--- src/sv/crs_pkg.sv ---
// Shared types, constants and helpers for the corner response stream.
package crs_pkg;

   localparam int MAX_WIDTH = 1024;
   localparam int COL_W = 10;
   localparam int ROW_W = 11;
   localparam int LW_W = 11;
   localparam int PIX_W = 8;
   localparam int GRAD_W = 11;
   localparam int NLANES = 3;
   localparam int GLINES = 6;
   localparam int GWIN = 7;
   localparam int FIRST_OUT = 8;
   localparam int MIN_WIDTH = 9;
   localparam int PROD_W = 21;
   localparam int VB_W = 24;
   localparam int HB_W = 27;
   localparam int TR_W = 28;
   localparam int MUL_W = 29;
   localparam int MP_W = 58;
   localparam int ACC_W = 72;
   localparam int FRAC_W = 16;
   localparam int T2_W = 54;
   localparam int T2_SPLIT = 28;
   localparam int DET_W = 55;
   localparam int DIFF_W = 57;
   localparam int RSP_W = 48;
   localparam int WGT_W = 16;
   localparam int CSR_IDX_W = 3;
   localparam int CSR_DATA_W = 48;

   localparam logic [CSR_IDX_W-1:0] CSR_LINE_WIDTH = 3'd0;
   localparam logic [CSR_IDX_W-1:0] CSR_K_FACTOR = 3'd1;
   localparam logic [CSR_IDX_W-1:0] CSR_THRESHOLD = 3'd2;
   localparam logic [CSR_IDX_W-1:0] CSR_GAUSS_CENTER = 3'd3;
   localparam logic [CSR_IDX_W-1:0] CSR_GAUSS_TAP1 = 3'd4;
   localparam logic [CSR_IDX_W-1:0] CSR_GAUSS_TAP2 = 3'd5;
   localparam logic [CSR_IDX_W-1:0] CSR_GAUSS_TAP3 = 3'd6;

   localparam logic [LW_W-1:0] LW_RESET = 11'd640;
   localparam logic [WGT_W-1:0] K_RESET = 16'd2621;
   localparam logic [WGT_W-1:0] G0_RESET = 16'd13037;
   localparam logic [WGT_W-1:0] G1_RESET = 16'd11506;
   localparam logic [WGT_W-1:0] G2_RESET = 16'd7910;
   localparam logic [WGT_W-1:0] G3_RESET = 16'd4232;

   localparam logic [1:0] LANE_XX = 2'd0;
   localparam logic [1:0] LANE_YY = 2'd1;
   localparam logic [1:0] LANE_XY = 2'd2;
   localparam logic [2:0] TAP_LAST = 3'(GWIN - 1);
   localparam logic [2:0] LINE_TOP = 3'(GLINES - 1);

   typedef enum logic [2:0] {
      A_NONE, A_GX, A_GY, A_WEIGHT, A_RES, A_TR, A_K
   } a_sel_type;

   typedef enum logic [3:0] {
      B_NONE, B_GX, B_GY, B_LINE, B_CUR, B_HWIN, B_RES, B_TR, B_T2LO, B_T2HI
   } b_sel_type;

   typedef enum logic [2:0] {
      ACC_NOP, ACC_LOAD, ACC_ADD, ACC_SUB, ACC_ADD_HI
   } acc_op_type;

   typedef enum logic [2:0] {
      WB_NONE, WB_CUR, WB_HWIN, WB_RES, WB_T2, WB_DET, WB_KT
   } wb_op_type;

   typedef struct packed {
      a_sel_type a_sel;
      logic [1:0] a_lane;
      b_sel_type b_sel;
      logic [1:0] b_lane;
      logic [2:0] tap;
      acc_op_type acc_op;
      wb_op_type wb_op;
      logic accept;
      logic win_shift;
      logic commit;
      logic out_load;
      logic clear_we;
      logic [COL_W-1:0] clr_addr;
   } cmd_type;

   typedef struct packed {
      logic emit;
      logic out_free;
   } sts_type;

   typedef struct packed {
      logic [LW_W-1:0] line_width;
      logic [WGT_W-1:0] k_factor;
      logic signed [RSP_W-1:0] corner_threshold;
      logic [3:0][WGT_W-1:0] gauss_w;
   } cfg_type;

   typedef struct packed {
      logic [PIX_W-1:0] pix1;
      logic [PIX_W-1:0] pix0;
      logic [NLANES-1:0][GLINES-1:0][PROD_W-1:0] blur;
   } mem_row_type;

   function automatic logic [1:0] tap_dist(input logic [2:0] tap);
      logic [1:0] d;
      unique case (tap)
         3'd0: d = 2'd3;
         3'd1: d = 2'd2;
         3'd2: d = 2'd1;
         3'd3: d = 2'd0;
         3'd4: d = 2'd1;
         3'd5: d = 2'd2;
         default: d = 2'd3;
      endcase
      return d;
   endfunction

endpackage

--- src/sv/crs_ctrl.sv ---
// Sequencer that steps the shared multiplier through one pixel's work.
module crs_ctrl (
   input  logic clock,
   input  logic reset,
   input  logic req_valid,
   output logic req_stall,
   input  crs_pkg::sts_type sts,
   output crs_pkg::cmd_type cmd
);
   import crs_pkg::*;

   typedef enum logic [3:0] {
      S_CLEAR, S_IDLE, S_WIN, S_PROD, S_VBLUR, S_HBLUR, S_FIN, S_DRAIN, S_DIFF, S_EMIT
   } state_type;

   localparam logic [2:0] PROD_LAST = 3'd2;
   localparam logic [2:0] FIN_TR = 3'd0;
   localparam logic [2:0] FIN_AB = 3'd2;
   localparam logic [2:0] FIN_CC = 3'd3;
   localparam logic [2:0] FIN_KLO = 3'd4;
   localparam logic [2:0] FIN_KHI = 3'd5;
   localparam logic [2:0] DRAIN_LAST = 3'd1;

   state_type state_ff;
   logic [1:0] lane_ff;
   logic [2:0] tap_ff;
   logic [COL_W-1:0] clr_ff;
   logic stall_ff;

   assign req_stall = stall_ff;

   always_ff @(posedge clock) begin
      if (reset) begin
         state_ff <= S_CLEAR;
         lane_ff <= LANE_XX;
         tap_ff <= '0;
         clr_ff <= '0;
         stall_ff <= 1'b1;
      end else begin
         unique case (state_ff)
            S_CLEAR: begin
               clr_ff <= clr_ff + 1'b1;
               if (&clr_ff) begin
                  state_ff <= S_IDLE;
                  stall_ff <= 1'b0;
               end
            end
            S_IDLE: begin
               if (req_valid) begin
                  state_ff <= S_WIN;
                  stall_ff <= 1'b1;
               end
            end
            S_WIN: begin
               state_ff <= S_PROD;
               tap_ff <= '0;
            end
            S_PROD: begin
               if (tap_ff == PROD_LAST) begin
                  state_ff <= S_VBLUR;
                  tap_ff <= '0;
                  lane_ff <= LANE_XX;
               end else begin
                  tap_ff <= tap_ff + 1'b1;
               end
            end
            S_VBLUR, S_HBLUR: begin
               if (tap_ff == TAP_LAST) begin
                  tap_ff <= '0;
                  if (lane_ff == LANE_XY) begin
                     lane_ff <= LANE_XX;
                     state_ff <= (state_ff == S_VBLUR) ? S_HBLUR : S_FIN;
                  end else begin
                     lane_ff <= lane_ff + 1'b1;
                  end
               end else begin
                  tap_ff <= tap_ff + 1'b1;
               end
            end
            S_FIN: begin
               if (tap_ff == FIN_KHI) begin
                  state_ff <= S_DRAIN;
                  tap_ff <= '0;
               end else begin
                  tap_ff <= tap_ff + 1'b1;
               end
            end
            S_DRAIN: begin
               if (tap_ff == DRAIN_LAST) begin
                  state_ff <= S_DIFF;
               end else begin
                  tap_ff <= tap_ff + 1'b1;
               end
            end
            S_DIFF: begin
               state_ff <= S_EMIT;
            end
            S_EMIT: begin
               if (!sts.emit || sts.out_free) begin
                  state_ff <= S_IDLE;
                  stall_ff <= 1'b0;
               end
            end
            default: begin
               state_ff <= S_IDLE;
            end
         endcase
      end
   end

   always_comb begin
      cmd = '0;
      cmd.clr_addr = clr_ff;
      cmd.tap = tap_ff;
      unique case (state_ff)
         S_CLEAR: cmd.clear_we = 1'b1;
         S_IDLE: cmd.accept = req_valid;
         S_WIN: cmd.win_shift = 1'b1;
         S_PROD: begin
            cmd.acc_op = ACC_LOAD;
            cmd.wb_op = WB_CUR;
            cmd.b_lane = tap_ff[1:0];
            unique case (tap_ff[1:0])
               LANE_XX: begin
                  cmd.a_sel = A_GX;
                  cmd.b_sel = B_GX;
               end
               LANE_YY: begin
                  cmd.a_sel = A_GY;
                  cmd.b_sel = B_GY;
               end
               default: begin
                  cmd.a_sel = A_GX;
                  cmd.b_sel = B_GY;
               end
            endcase
         end
         S_VBLUR: begin
            cmd.a_sel = A_WEIGHT;
            cmd.b_lane = lane_ff;
            cmd.b_sel = (tap_ff == TAP_LAST) ? B_CUR : B_LINE;
            cmd.acc_op = (tap_ff == '0) ? ACC_LOAD : ACC_ADD;
            cmd.wb_op = (tap_ff == TAP_LAST) ? WB_HWIN : WB_NONE;
         end
         S_HBLUR: begin
            cmd.a_sel = A_WEIGHT;
            cmd.b_lane = lane_ff;
            cmd.b_sel = B_HWIN;
            cmd.acc_op = (tap_ff == '0) ? ACC_LOAD : ACC_ADD;
            cmd.wb_op = (tap_ff == TAP_LAST) ? WB_RES : WB_NONE;
         end
         S_FIN: begin
            unique case (tap_ff)
               FIN_TR: begin
                  cmd.a_sel = A_TR;
                  cmd.b_sel = B_TR;
                  cmd.acc_op = ACC_LOAD;
                  cmd.wb_op = WB_T2;
               end
               FIN_AB: begin
                  cmd.a_sel = A_RES;
                  cmd.a_lane = LANE_XX;
                  cmd.b_sel = B_RES;
                  cmd.b_lane = LANE_YY;
                  cmd.acc_op = ACC_LOAD;
               end
               FIN_CC: begin
                  cmd.a_sel = A_RES;
                  cmd.a_lane = LANE_XY;
                  cmd.b_sel = B_RES;
                  cmd.b_lane = LANE_XY;
                  cmd.acc_op = ACC_SUB;
                  cmd.wb_op = WB_DET;
               end
               FIN_KLO: begin
                  cmd.a_sel = A_K;
                  cmd.b_sel = B_T2LO;
                  cmd.acc_op = ACC_LOAD;
               end
               FIN_KHI: begin
                  cmd.a_sel = A_K;
                  cmd.b_sel = B_T2HI;
                  cmd.acc_op = ACC_ADD_HI;
                  cmd.wb_op = WB_KT;
               end
               default: cmd.acc_op = ACC_NOP;
            endcase
         end
         S_DRAIN: cmd.acc_op = ACC_NOP;
         S_DIFF: cmd.commit = 1'b1;
         S_EMIT: cmd.out_load = sts.emit && sts.out_free;
         default: cmd.acc_op = ACC_NOP;
      endcase
   end

endmodule

--- config.mk ---
export PLATFORM = sky130hd
export DESIGN_NAME = crs_ctrl
export DESIGN_NICKNAME = d
export VERILOG_FILES = /design/src/sv/crs_pkg.sv /design/src/sv/crs_ctrl.sv
export SDC_FILE = /design/constraint.sdc
export NUM_CORES = 1
export LEC_CHECK = 0
export ABC_AREA = 1
export BUFFER_PORTS_ARGS = -buffer_cell sky130_fd_sc_hd__buf_2
export CORE_MARGIN = 2
export CORE_UTILIZATION = 48
export CTS_CLUSTER_SIZE = 24
export DETAILED_ROUTE_END_ITERATION = 8
export HOLD_SLACK_MARGIN = 0.1
export PLACE_DENSITY_LB_ADDON = 0.3
export SLEW_MARGIN = 20
export SYNTH_ARGS = -nofsm -noshare
export SYNTH_HDL_FRONTEND = slang
export SYNTH_SLANG_ARGS = --single-unit
--- constraint.sdc ---
create_clock -name clock -period 1.55 [get_ports clock]
set_input_delay 0.155 -clock clock [delete_from_list [all_inputs] [get_ports clock]]
set_output_delay 0.155 -clock clock [all_outputs]
set_load 0.005 [all_outputs]
# Yosys cells after proc, flatten, opt, wreduce, memory -nomap -nowiden
# Index checks and enable logic that the tools add are counted.
[totals]
out_inout_bits = 36
wordCells = 97
register_bits = 20
[classes]
addsub = 3
n_reduce_logical = 18
mux = 45
n_eq_ne = 26
[ops]
columns = ["operator", "n"]
rows = [
  ["case mux 3 bit (3 select lines)", 5],
  ["case mux 4 bit (9 select lines)", 1],
  ["2-to-1 mux 4 bit", 8],
  ["case mux 6 bit (4 select lines)", 1],
  ["2-to-1 mux 2 bit", 11],
  ["== test 4 x 3 -> 1 bit, second input constant", 4],
  ["case mux 4 bit (4 select lines)", 1],
  ["2-to-1 mux 3 bit", 5],
  ["case mux 3 bit (5 select lines)", 1],
  ["!= test 2 bit, second input constant", 7],
  ["case mux 3 bit (4 select lines)", 1],
  ["adder 10 x 1 -> 10 bit, second input constant", 1],
  ["AND reduction 10 bit", 1],
  ["== test 3 bit, second input constant", 3],
  ["== test 4 x 2 -> 1 bit, second input constant", 2],
  ["== test 4 bit, second input constant", 2],
  ["2-to-1 mux 1 bit", 8],
  ["case mux 2 bit (2 select lines)", 2],
  ["AND reduction 8 bit", 1],
  ["== test 3 x 2 -> 1 bit, second input constant", 2],
  ["OR reduction 2 bit", 3],
  ["nonzero test 5 bit", 1],
  ["== test 4 x 1 -> 1 bit, second input constant", 1],
  ["zero test 4 bit", 1],
  ["other kinds (18)", 19],
]

# Longest topological paths before layout
# Gate-level depths: netlist (run 1).
[logic_depth]
ltp_word = 5
depth_mapped = 11
mapped_depth_nobuf = 11

# Worst setup path before layout (run 1)
# Ideal clock, no wire load.
[synth_timing]
path_type = "reg-to-reg"
startpoint = "reg tap_ff[0]"
endpoint = "reg state_ff[2]"
setup_slack_ns = 0.045
period_less_slack_ns = 1.505
required_time_ns = 1.437
setup_ns = 0.113
arrival_ns = 1.393
n_path_buf = 0
stages_incl_launch_ff = 11
path_cell_list = "dfxtp_1 > inv_1 > ha_1 > nand2_1 > nand3_2 > nand2_1 > nor2_8 > nand2_4 > nor2_4 > nor2_1 > nor2_1"
[synth_between]
elab_chain_len = 3
[synth_rtl]
columns = ["item", "line", "text"]
rows = [
  ["start, declared", "crs_ctrl.sv:26", "logic [2:0] tap_ff;"],
  ["start signal, assigned", "crs_ctrl.sv:64", "tap_ff <= tap_ff + 1'b1;"],
  ["start signal, assigned", "crs_ctrl.sv:77", "tap_ff <= tap_ff + 1'b1;"],
  ["start signal, assigned", "crs_ctrl.sv:85", "tap_ff <= tap_ff + 1'b1;"],
  ["== test 3 x 1 -> 1 bit (tied with other cells)", "crs_ctrl.sv:89", "if (tap_ff == DRAIN_LAST) begin"],
  ["!= test 2 bit (no line) or != test 2 x 1 -> 1 bit (tied branches)", "-", ""],
  ["AND reduction 8 bit (no line) *", "-", ""],
  ["end signal, assigned", "crs_ctrl.sv:72", "state_ff <= (state_ff == S_VBLUR) ? S_HBLUR : S_FIN;"],
  ["end, declared", "crs_ctrl.sv:24", "state_type state_ff;"],
]
# Mark *: on every way between the ends. The rest lies on a longest branch, timed or not.
# A chain may end at the register's enable or synchronous reset.

==> results of run 1 <==
-- logic make-up after synthesis --
family | Yosys count
compound gates | 38
fa+ha+maj | 7
buf+inv | 40
flops | 20
other cells | 1
simple gates | 141
-- final cells by class --
type | count | area [um^2]
clock buffers | 3 | 22.5
clock inverters | 1 | 30.0
multi-input cells | 187 | 1250
well taps | 44 | 55.1
flip-flops and latches | 20 | 423
inverters | 36 | 163
repair buffers | 91 | 616
fillers | 219 | 541
-- synth_stat cells (all sizes together) --
cell      n
o2111ai   1
ha        7
clkinv    1
nand2    65
buf       3
a21oi    13
o21bai    1
clkbuf    1
dfxtp    20
o21ai    17
nor3     10
nor4      1
inv      35
o221ai    2
nor2     43
o211ai    2
a31oi     2
conb      1
nand3    16
nand4     6
-- metrics by stage --
stage                     power, mW  area (um^2)  utilization [%]  setup slack (ns)
after global routing           1.05         2560             82.6            -0.297
after global placement        0.594         2070             66.7          -0.00337
after detailed placement      0.596         2070             66.7           -0.0341
final                          1.02         2560             82.6            -0.241
after CTS                      1.01         2390             77.1            -0.179
after floorplan               0.569         1590                -            0.0445
-- sequential cells by signal, indices dropped and copies added, names as in the netlist --
signal     cells
clr_ff        10
state_ff       4
tap_ff         3
lane_ff        2
req_stall      1
-- per-layer routing --
| layer | vias up | global-route usage (%) | wire length (um) |
|---|---|---|---|
| met3 | 34 | 5.46 | 394 |
| li1 | 982 | - | - |
| met5 | - | 0 | 0 |
| met2 | 124 | 52.6 | 2970 |
| met4 | 0 | 12.8 | 287 |
| met1 | 955 | 34.1 | 2330 |
-- worst reg2reg max path, cell delays in order, from the launching register on --
cell	delay, ns
sky130_fd_sc_hd__dfxtp_4	0.40
sky130_fd_sc_hd__buf_4	0.13
sky130_fd_sc_hd__ha_4	0.16
sky130_fd_sc_hd__buf_4	0.12
sky130_fd_sc_hd__nand2_1	0.05
sky130_fd_sc_hd__nand3_1	0.10
sky130_fd_sc_hd__nand2_2	0.10
sky130_fd_sc_hd__nor2_8	0.13
sky130_fd_sc_hd__nand2_4	0.06
sky130_fd_sc_hd__nor2_4	0.11
sky130_fd_sc_hd__nor2_1	0.05
sky130_fd_sc_hd__nor2_1	0.11
-- how the worst max path moves through the flow --
| stage | cells past startpoint | slack [ns] | to | startpoint |
|---|---|---|---|---|
| after floorplan | 10 | 0.04 | state_ff[2]$_SDFFE_PP0P_ | tap_ff[0]$_SDFFE_PP0P_ |
| after global placement | 9 | -0.003 | cmd[15] | tap_ff[0]$_SDFFE_PP0P_ |
| after detailed placement | 9 | -0.03 | cmd[15] | tap_ff[0]$_SDFFE_PP0P_ |
| after CTS | 8 | -0.18 | cmd[27] | tap_ff[1]$_SDFFE_PP0P_ |
| after global routing | 7 | -0.30 | cmd[26] | tap_ff[0]$_SDFFE_PP0P_ |
| final | 8 | -0.24 | cmd[27] | tap_ff[1]$_SDFFE_PP0P_ |
-- what timing repair did --
item / 4_1_cts / 5_1_grt
gates cloned: 0 / 0
setup endpoints to repair: 23 / 27
resized for setup: 58 / 36
buffers inserted: 13 / 7
pin swaps: 13 / 11
-- power by group through the flow --
stage	clock, mW	sequential, mW	combinational (mW)
floorplan	0	0.539	0.0300
global placement	0	0.536	0.0576
detailed placement	0	0.537	0.0586
CTS	0.438	0.517	0.0595
global route	0.460	0.516	0.0708
finish	0.442	0.515	0.0621
==> run summary, run 1 <==
=====================================================================================
Run status ............................................................. finished, violations left
Failing checks ......................................................... setup timing
HPWL after DPL .........................................................      3310 um
Die extent in x ........................................................      61.5 um
Average footprint of a synthesized cell ................................    6.42 um^2
DRC violation count after routing ......................................            0
Mux cell area share after synthesis ....................................           0%
Number of top-level pins ...............................................           41
Maximum number of pins on one net before global-route repair ...........           13
Area enclosed by the die boundary ......................................    3780 um^2
Sum of routed wire length over all layers ..............................      5980 um
Worst min path class ...................................................       in2reg
Critical path start-end classification .................................      reg2out
Worst Reg-to-Reg Cells .................................................           11
Total via count after detailed routing .................................         2095
CP Data Required Time ..................................................      1.39 ns
Worst hold stages ......................................................            2
Count of routing violations after the opening detailed-route iteration .          156
Initial cell density of the core .......................................        51.1%
Number of sinks driven by the clock tree ...............................           20
Setup violators final ..................................................           18
Relative area change from synthesis to final layout ....................        61.5%
Combined area of all synthesized cells .................................    1590 um^2
Cts hold-fix bufs ......................................................            0
Internal power summed over all cells ...................................       798 uW
Worst Setup Start Kind .................................................    flip-flop
Worst Hold Path EP ..................................................... tap_ff[0]$_SDFFE_PP0P_
Setup slack of the critical path after layout ..........................    -0.241 ns
Number of buffers on the longest clock path ............................            2
Proportion of netlist area held by the largest area contributor ........        25.2%
Net switching fraction of the power ....................................        21.6%
Via count of the first global-routing pass .............................         1904
Reg-to-reg endpoint .................................................... state_ff[1]$_SDFFE_PP0P_
CTS Root Buffer Type ................................................... sky130_fd_sc_hd__clkbuf_4
Maximum level of the CTS H-tree ........................................            1
Cell area power density ................................................  397 nW/um^2
Final hold violation count .............................................            0
Share of layout cells above drive strength 1 ...........................        51.8%
Net count after synthesis ..............................................          259
Period utilization .....................................................         116%
Crit Reg-Reg Startpoint ................................................ tap_ff[0]$_SDFFE_PP0P_
Main combinational cell family by area after synthesis ................. simple AND/OR/NAND/NOR gates
Avg WL per Cell ........................................................      15.7 um
IR drop worst, VDD .....................................................       475 uV
Area of the core region ................................................    3100 um^2
Nets ...................................................................          351
Setup clock skew after layout ..........................................    0.0131 ns
Post-Place Cells .......................................................          360
RSZ-0062 raised after global routing ...................................          yes
DR pass1 iterations ....................................................            5
Hold wc startpoint .....................................................        reset
Number of buffers and inverters on the critical path ...................            3
# rows .................................................................           20
Die Span Y .............................................................      61.5 um
Crit end category ...................................................... primary output
Fin Hold WS ............................................................    0.0972 ns
Cell family with the largest share of critical-path delay ..............   flip-flops
Slowest library cell on the worst path ................................. sky130_fd_sc_hd__dfxtp_4
Clock tree from TritonCTS ..............................................          yes
Overall routing resource usage .........................................        29.5%
Total net switching power ..............................................       220 uW
Worst Path Max Fanout ..................................................            4
Area contributors post-synth ........................................... sky130_fd_sc_hd__dfxtp_1, sky130_fd_sc_hd__nand2_1, sky130_fd_sc_hd__nor2_1, sky130_fd_sc_hd__inv_1, sky130_fd_sc_hd__ha_1
Simple-gate portion of the synthesized area ............................        44.6%
Post-detailed-route via-to-cell ratio ..................................         5.48
Clock transition at path regs ..........................................      0.11 ns
Worst R2R Setup Slack ..................................................     -0.01 ns
Chain of cells forming the critical path ............................... ha_4 > ha_4 > inv_4 > nand2_2 > o21ai_2 > buf_6 > o211ai_1 > buf_2
Max-capacitance violation count ........................................            0
Global-route wire length before repair .................................      8220 um
Diode count ............................................................            0
Port Buffers ...........................................................           39
Total grt overflow .....................................................            0
Worst EP arrival .......................................................      1.64 ns
Non-filler instance count after layout .................................          382
Cell type contributing the most total cell area after synthesis ........ sky130_fd_sc_hd__dfxtp_1
Worst path most repeated cell .......................................... sky130_fd_sc_hd__ha_4
Number of antenna violations at the first check in global routing ......            0
Leading cell type in the layout, fill and taps excluded ................ sky130_fd_sc_hd__nand2_1
Clock power frac .......................................................        43.4%
Post-route antenna net violation count .................................            0
Yosys cell types .......................................................           32
Number of synthesized register bits ....................................           20
Final Slew Violations ..................................................            0
Post-synthesis instance total ..........................................          247
Peak Freq ..............................................................      558 MHz
Maximum cell stage delay along the critical path .......................      0.39 ns
Compound-gate portion of the synthesized area ..........................        14.0%
Most frequent cells in the layout ...................................... sky130_fd_sc_hd__nand2_1, sky130_fd_sc_hd__buf_4, sky130_fd_sc_hd__buf_2, sky130_fd_sc_hd__nor2_1, sky130_fd_sc_hd__inv_1
Yosys warns ............................................................            0
Total leakage power ....................................................      1.22 nW
Number of buffers added by the clock tree synthesis step ...............            3
Final Wtd Congestion ...................................................        0.910
Post-Synth Adder-Cell Area .............................................        5.52%
Part of the power in registers .........................................        50.6%
Proportion of synthesized chip area in sequential cells ................        25.2%
Clock Latency Late Sink ................................................      0.33 ns
Post-route minimum period ..............................................      1.79 ns
Xor/xnor cell area share of the yosys netlist ..........................           0%
Setup TNS ..............................................................     -2.46 ns
Comb power frac ........................................................         6.1%
=====================================================================================
(Power assumes the default switching activity.)
==> inputs of run 2 (changes only) <==
- SETUP_SLACK_MARGIN: default -> 0.4
==> run 2 against run 1 <==
The flow still finishes with violations (setup timing). Power is 16% lower. Via count up 9.5%. Critical path depth shrank 1. Largest power group unchanged.
==> run summary, run 2 (synthesized netlist as in run 1, its figures left out) <==
=====================================================================================
Port Buffers ...........................................................           39   unchanged
Clock Latency Late Sink ................................................      0.30 ns   -0.03 ns
Met3 capacity usage during global routing ..............................        3.99%   -1.5 points
Nets ...................................................................          343   -2.3%
Die extent in x ........................................................      61.5 um   unchanged
Sum of routed wire length over all layers ..............................      7390 um   +24%
Reg-to-reg endpoint .................................................... state_ff[0]$_SDFFE_PP0P_
Top Registers .......................................................... clr_ff (10), state_ff (4), tap_ff (3)
Peak Freq ..............................................................      560 MHz   +0.24%
Run status ............................................................. finished, violations left
Overall routing resource usage .........................................        28.9%   -0.62 points
Most flop-heavy register ...............................................       clr_ff
Post-detailed-route via-to-cell ratio ..................................         6.13   +12%
Count of routing violations after the opening detailed-route iteration .          232   +49%
Global-route wire length before repair .................................      8160 um   -0.67%
Number of antenna violations at the first check in global routing ......            0   unchanged
Crit end category ...................................................... primary output
Worst Path Max Fanout ..................................................            5   +1
CTS Root Buffer Type ................................................... sky130_fd_sc_hd__clkbuf_4
Diode count ............................................................            0   unchanged
Period utilization .....................................................         115%   -0.28 points
Avg WL per Cell ........................................................      19.8 um   +26%
Max FFs per register ...................................................           10   unchanged
Transition at the pin with the smallest max-transition slack ...........     0.512 ns
Critical path start-end classification .................................      reg2out
Met2 GRT Util ..........................................................        50.4%   -2.3 points
Worst Setup Start Kind .................................................    flip-flop
Failing checks ......................................................... setup timing
Setup clock skew after layout ..........................................  0.000709 ns   -0.0124 ns
Worst EP arrival .......................................................      1.63 ns   about the same
Final Slew Violations ..................................................            0   unchanged
Post-layout total power ................................................       851 uW   -16%
DR pass1 iterations ....................................................            6   +1
Worst min path class ...................................................       in2reg
Maximum cell stage delay along the critical path .......................      0.39 ns   about the same
Relative area change from synthesis to final layout ....................        76.7%
Crit Reg-Reg Startpoint ................................................ state_ff[3]$_SDFFE_PP0P_
Setup slack of the critical path after layout ..........................    -0.237 ns   +0.00435 ns
HPWL after DPL .........................................................      3100 um   -6.2%
Worst Reg-to-Reg Cells .................................................           11   unchanged
Setup Slack @ Placement ................................................     0.116 ns   +0.150 ns
Area enclosed by the die boundary ......................................    3780 um^2   unchanged
Cell area power density ................................................  304 nW/um^2   -24%
Final hold violation count .............................................            0   unchanged
Area of the core region ................................................    3100 um^2   unchanged
Initial cell density of the core .......................................        51.1%   unchanged
Worst R2R Setup Slack ..................................................     -0.16 ns   -0.15 ns
Top Usage Layer GRT ....................................................         met2
Number of sinks driven by the clock tree ...............................           20   unchanged
Clock transition at path regs ..........................................      0.11 ns   about the same
Crit. Startpoint ....................................................... tap_ff[0]$_SDFFE_PP0P_
Number of top-level pins ...............................................           41   unchanged
Post-route minimum period ..............................................      1.79 ns   -0.00435 ns
# rows .................................................................           20   unchanged
Most frequent cells in the layout ...................................... sky130_fd_sc_hd__nand2_1, sky130_fd_sc_hd__buf_2, sky130_fd_sc_hd__nor2_1, sky130_fd_sc_hd__buf_4, sky130_fd_sc_hd__buf_6
IR drop worst, VDD .....................................................       406 uV   -14%
Final Wtd Congestion ...................................................        0.905   -0.57%
Slowest library cell on the worst path ................................. sky130_fd_sc_hd__dfxtp_4
Post-route antenna net violation count .................................            0   unchanged
Max-capacitance violation count ........................................            0   unchanged
Total leakage power ....................................................      1.22 nW   +0.24%
Area post-placement ....................................................    2040 um^2   -1.7%
Total via count after detailed routing .................................         2294   +9.5%
Chain of cells forming the critical path ............................... buf_4 > ha_4 > o21ai_0 > nor2_2 > inv_1 > nand3_1 > buf_2
Maximum level of the CTS H-tree ........................................            1   unchanged
Setup violators final ..................................................           30   +12
DRC violation count after routing ......................................            0   unchanged
Leading cell type in the layout, fill and taps excluded ................ sky130_fd_sc_hd__nand2_1
Final instance area ....................................................    2800 um^2   +9.4%
Via count of the first global-routing pass .............................         1790   -6.0%
End of the critical path ...............................................      cmd[33]
Met1 Resource Use GR ...................................................        35.3%   +1.2 points
Total grt overflow .....................................................            0   unchanged
Tightest slew margin relative to the limit .............................        65.8%
Number of buffers added by the clock tree synthesis step ...............            3   unchanged
CP Data Required Time ..................................................      1.39 ns   about the same
Number of buffers on the longest clock path ............................            2   unchanged
Share of layout cells above drive strength 1 ...........................        61.2%   +9.4 points
Die Span Y .............................................................      61.5 um   unchanged
Maximum number of pins on one net before global-route repair ...........           13   unchanged
Cts hold-fix bufs ......................................................            0   unchanged
Clock tree from TritonCTS ..............................................          yes
RSZ-0062 raised after global routing ...................................          yes
=====================================================================================
## run 2: changes by cell type in the layout (fill, tap and decap cells not counted), sizes merged
| cell | previous run | this run |
|---|---|---|
| clkbuf | 3 | 4 |
| bufinv | 1 | 0 |
| inv | 36 | 34 |
| buf | 91 | 83 |
| clkinv | 0 | 2 |
## run 2: power breakdown
group          switching (mW)  internal, mW  total (mW)
clock network           0.160         0.100       0.260
logic                  0.0435        0.0283      0.0718
registers              0.0108         0.508       0.519
total                   0.214         0.637       0.851
## run 2: worst min-delay path by stage
stage                           start                     end  slack, ns  depth (start not counted)
2_1_floorplan               req_valid  req_stall$_SDFFE_PP1P_       0.33                          2
3_3_place_gp   req_stall$_SDFFE_PP1P_  req_stall$_SDFFE_PP1P_       0.44                          2
3_5_place_dp                    reset  tap_ff[0]$_SDFFE_PP0P_       0.45                          2
4_1_cts                         reset  tap_ff[0]$_SDFFE_PP0P_       0.14                          2
5_1_grt                         reset  tap_ff[1]$_SDFFE_PP0P_       0.16                          2
6_report                        reset  tap_ff[0]$_SDFFE_PP0P_       0.15                          2
## run 2: area by class of cell
| class | count | area [um^2] |
|---|---|---|
| multi-input combinational | 187 | 1480 |
| timing repair buffer | 83 | 626 |
| sequential | 20 | 438 |
| fill | 123 | 300 |
| inverter | 36 | 183 |
| tap | 44 | 55.1 |
| clock buffer | 4 | 26.3 |
## run 2: through the flow
stage	setup TNS, ns	hold slack, ns	std cells	utilization (%)
after floorplan	0	0.334	247	-
after CTS	-0.821	0.138	358	80.1
final	-3.71	0.152	374	90.3
after global routing	-7.09	0.162	374	90.3
after detailed placement	0	0.446	328	65.6
after global placement	0	0.444	328	65.6
## run 2: metal layers
metal,part of all wire (%),vias up
met4,7.3,0
li1,-,970
met5,0,-
met3,11,67
met1,34,1068
met2,47,189
## run 2: timing repair
action | 4_1_cts | 5_1_grt
hold endpoints to repair | 0 | 0
pin swaps | 23 | 26
setup buffers | 26 | 16
gates resized for setup | 64 | 46
endpoints found under the setup margin | 39 | 42
## run 2: worst max-delay path, delay by kind of cell (launching register included)
kind                       cells  cell delay (ns)
and+or+nand+nor                2             0.16
DFF                            1             0.39
AOI/OAI and AO/OA              1             0.23
buffers and inverters          3             0.38
adders and majority gates      1             0.17
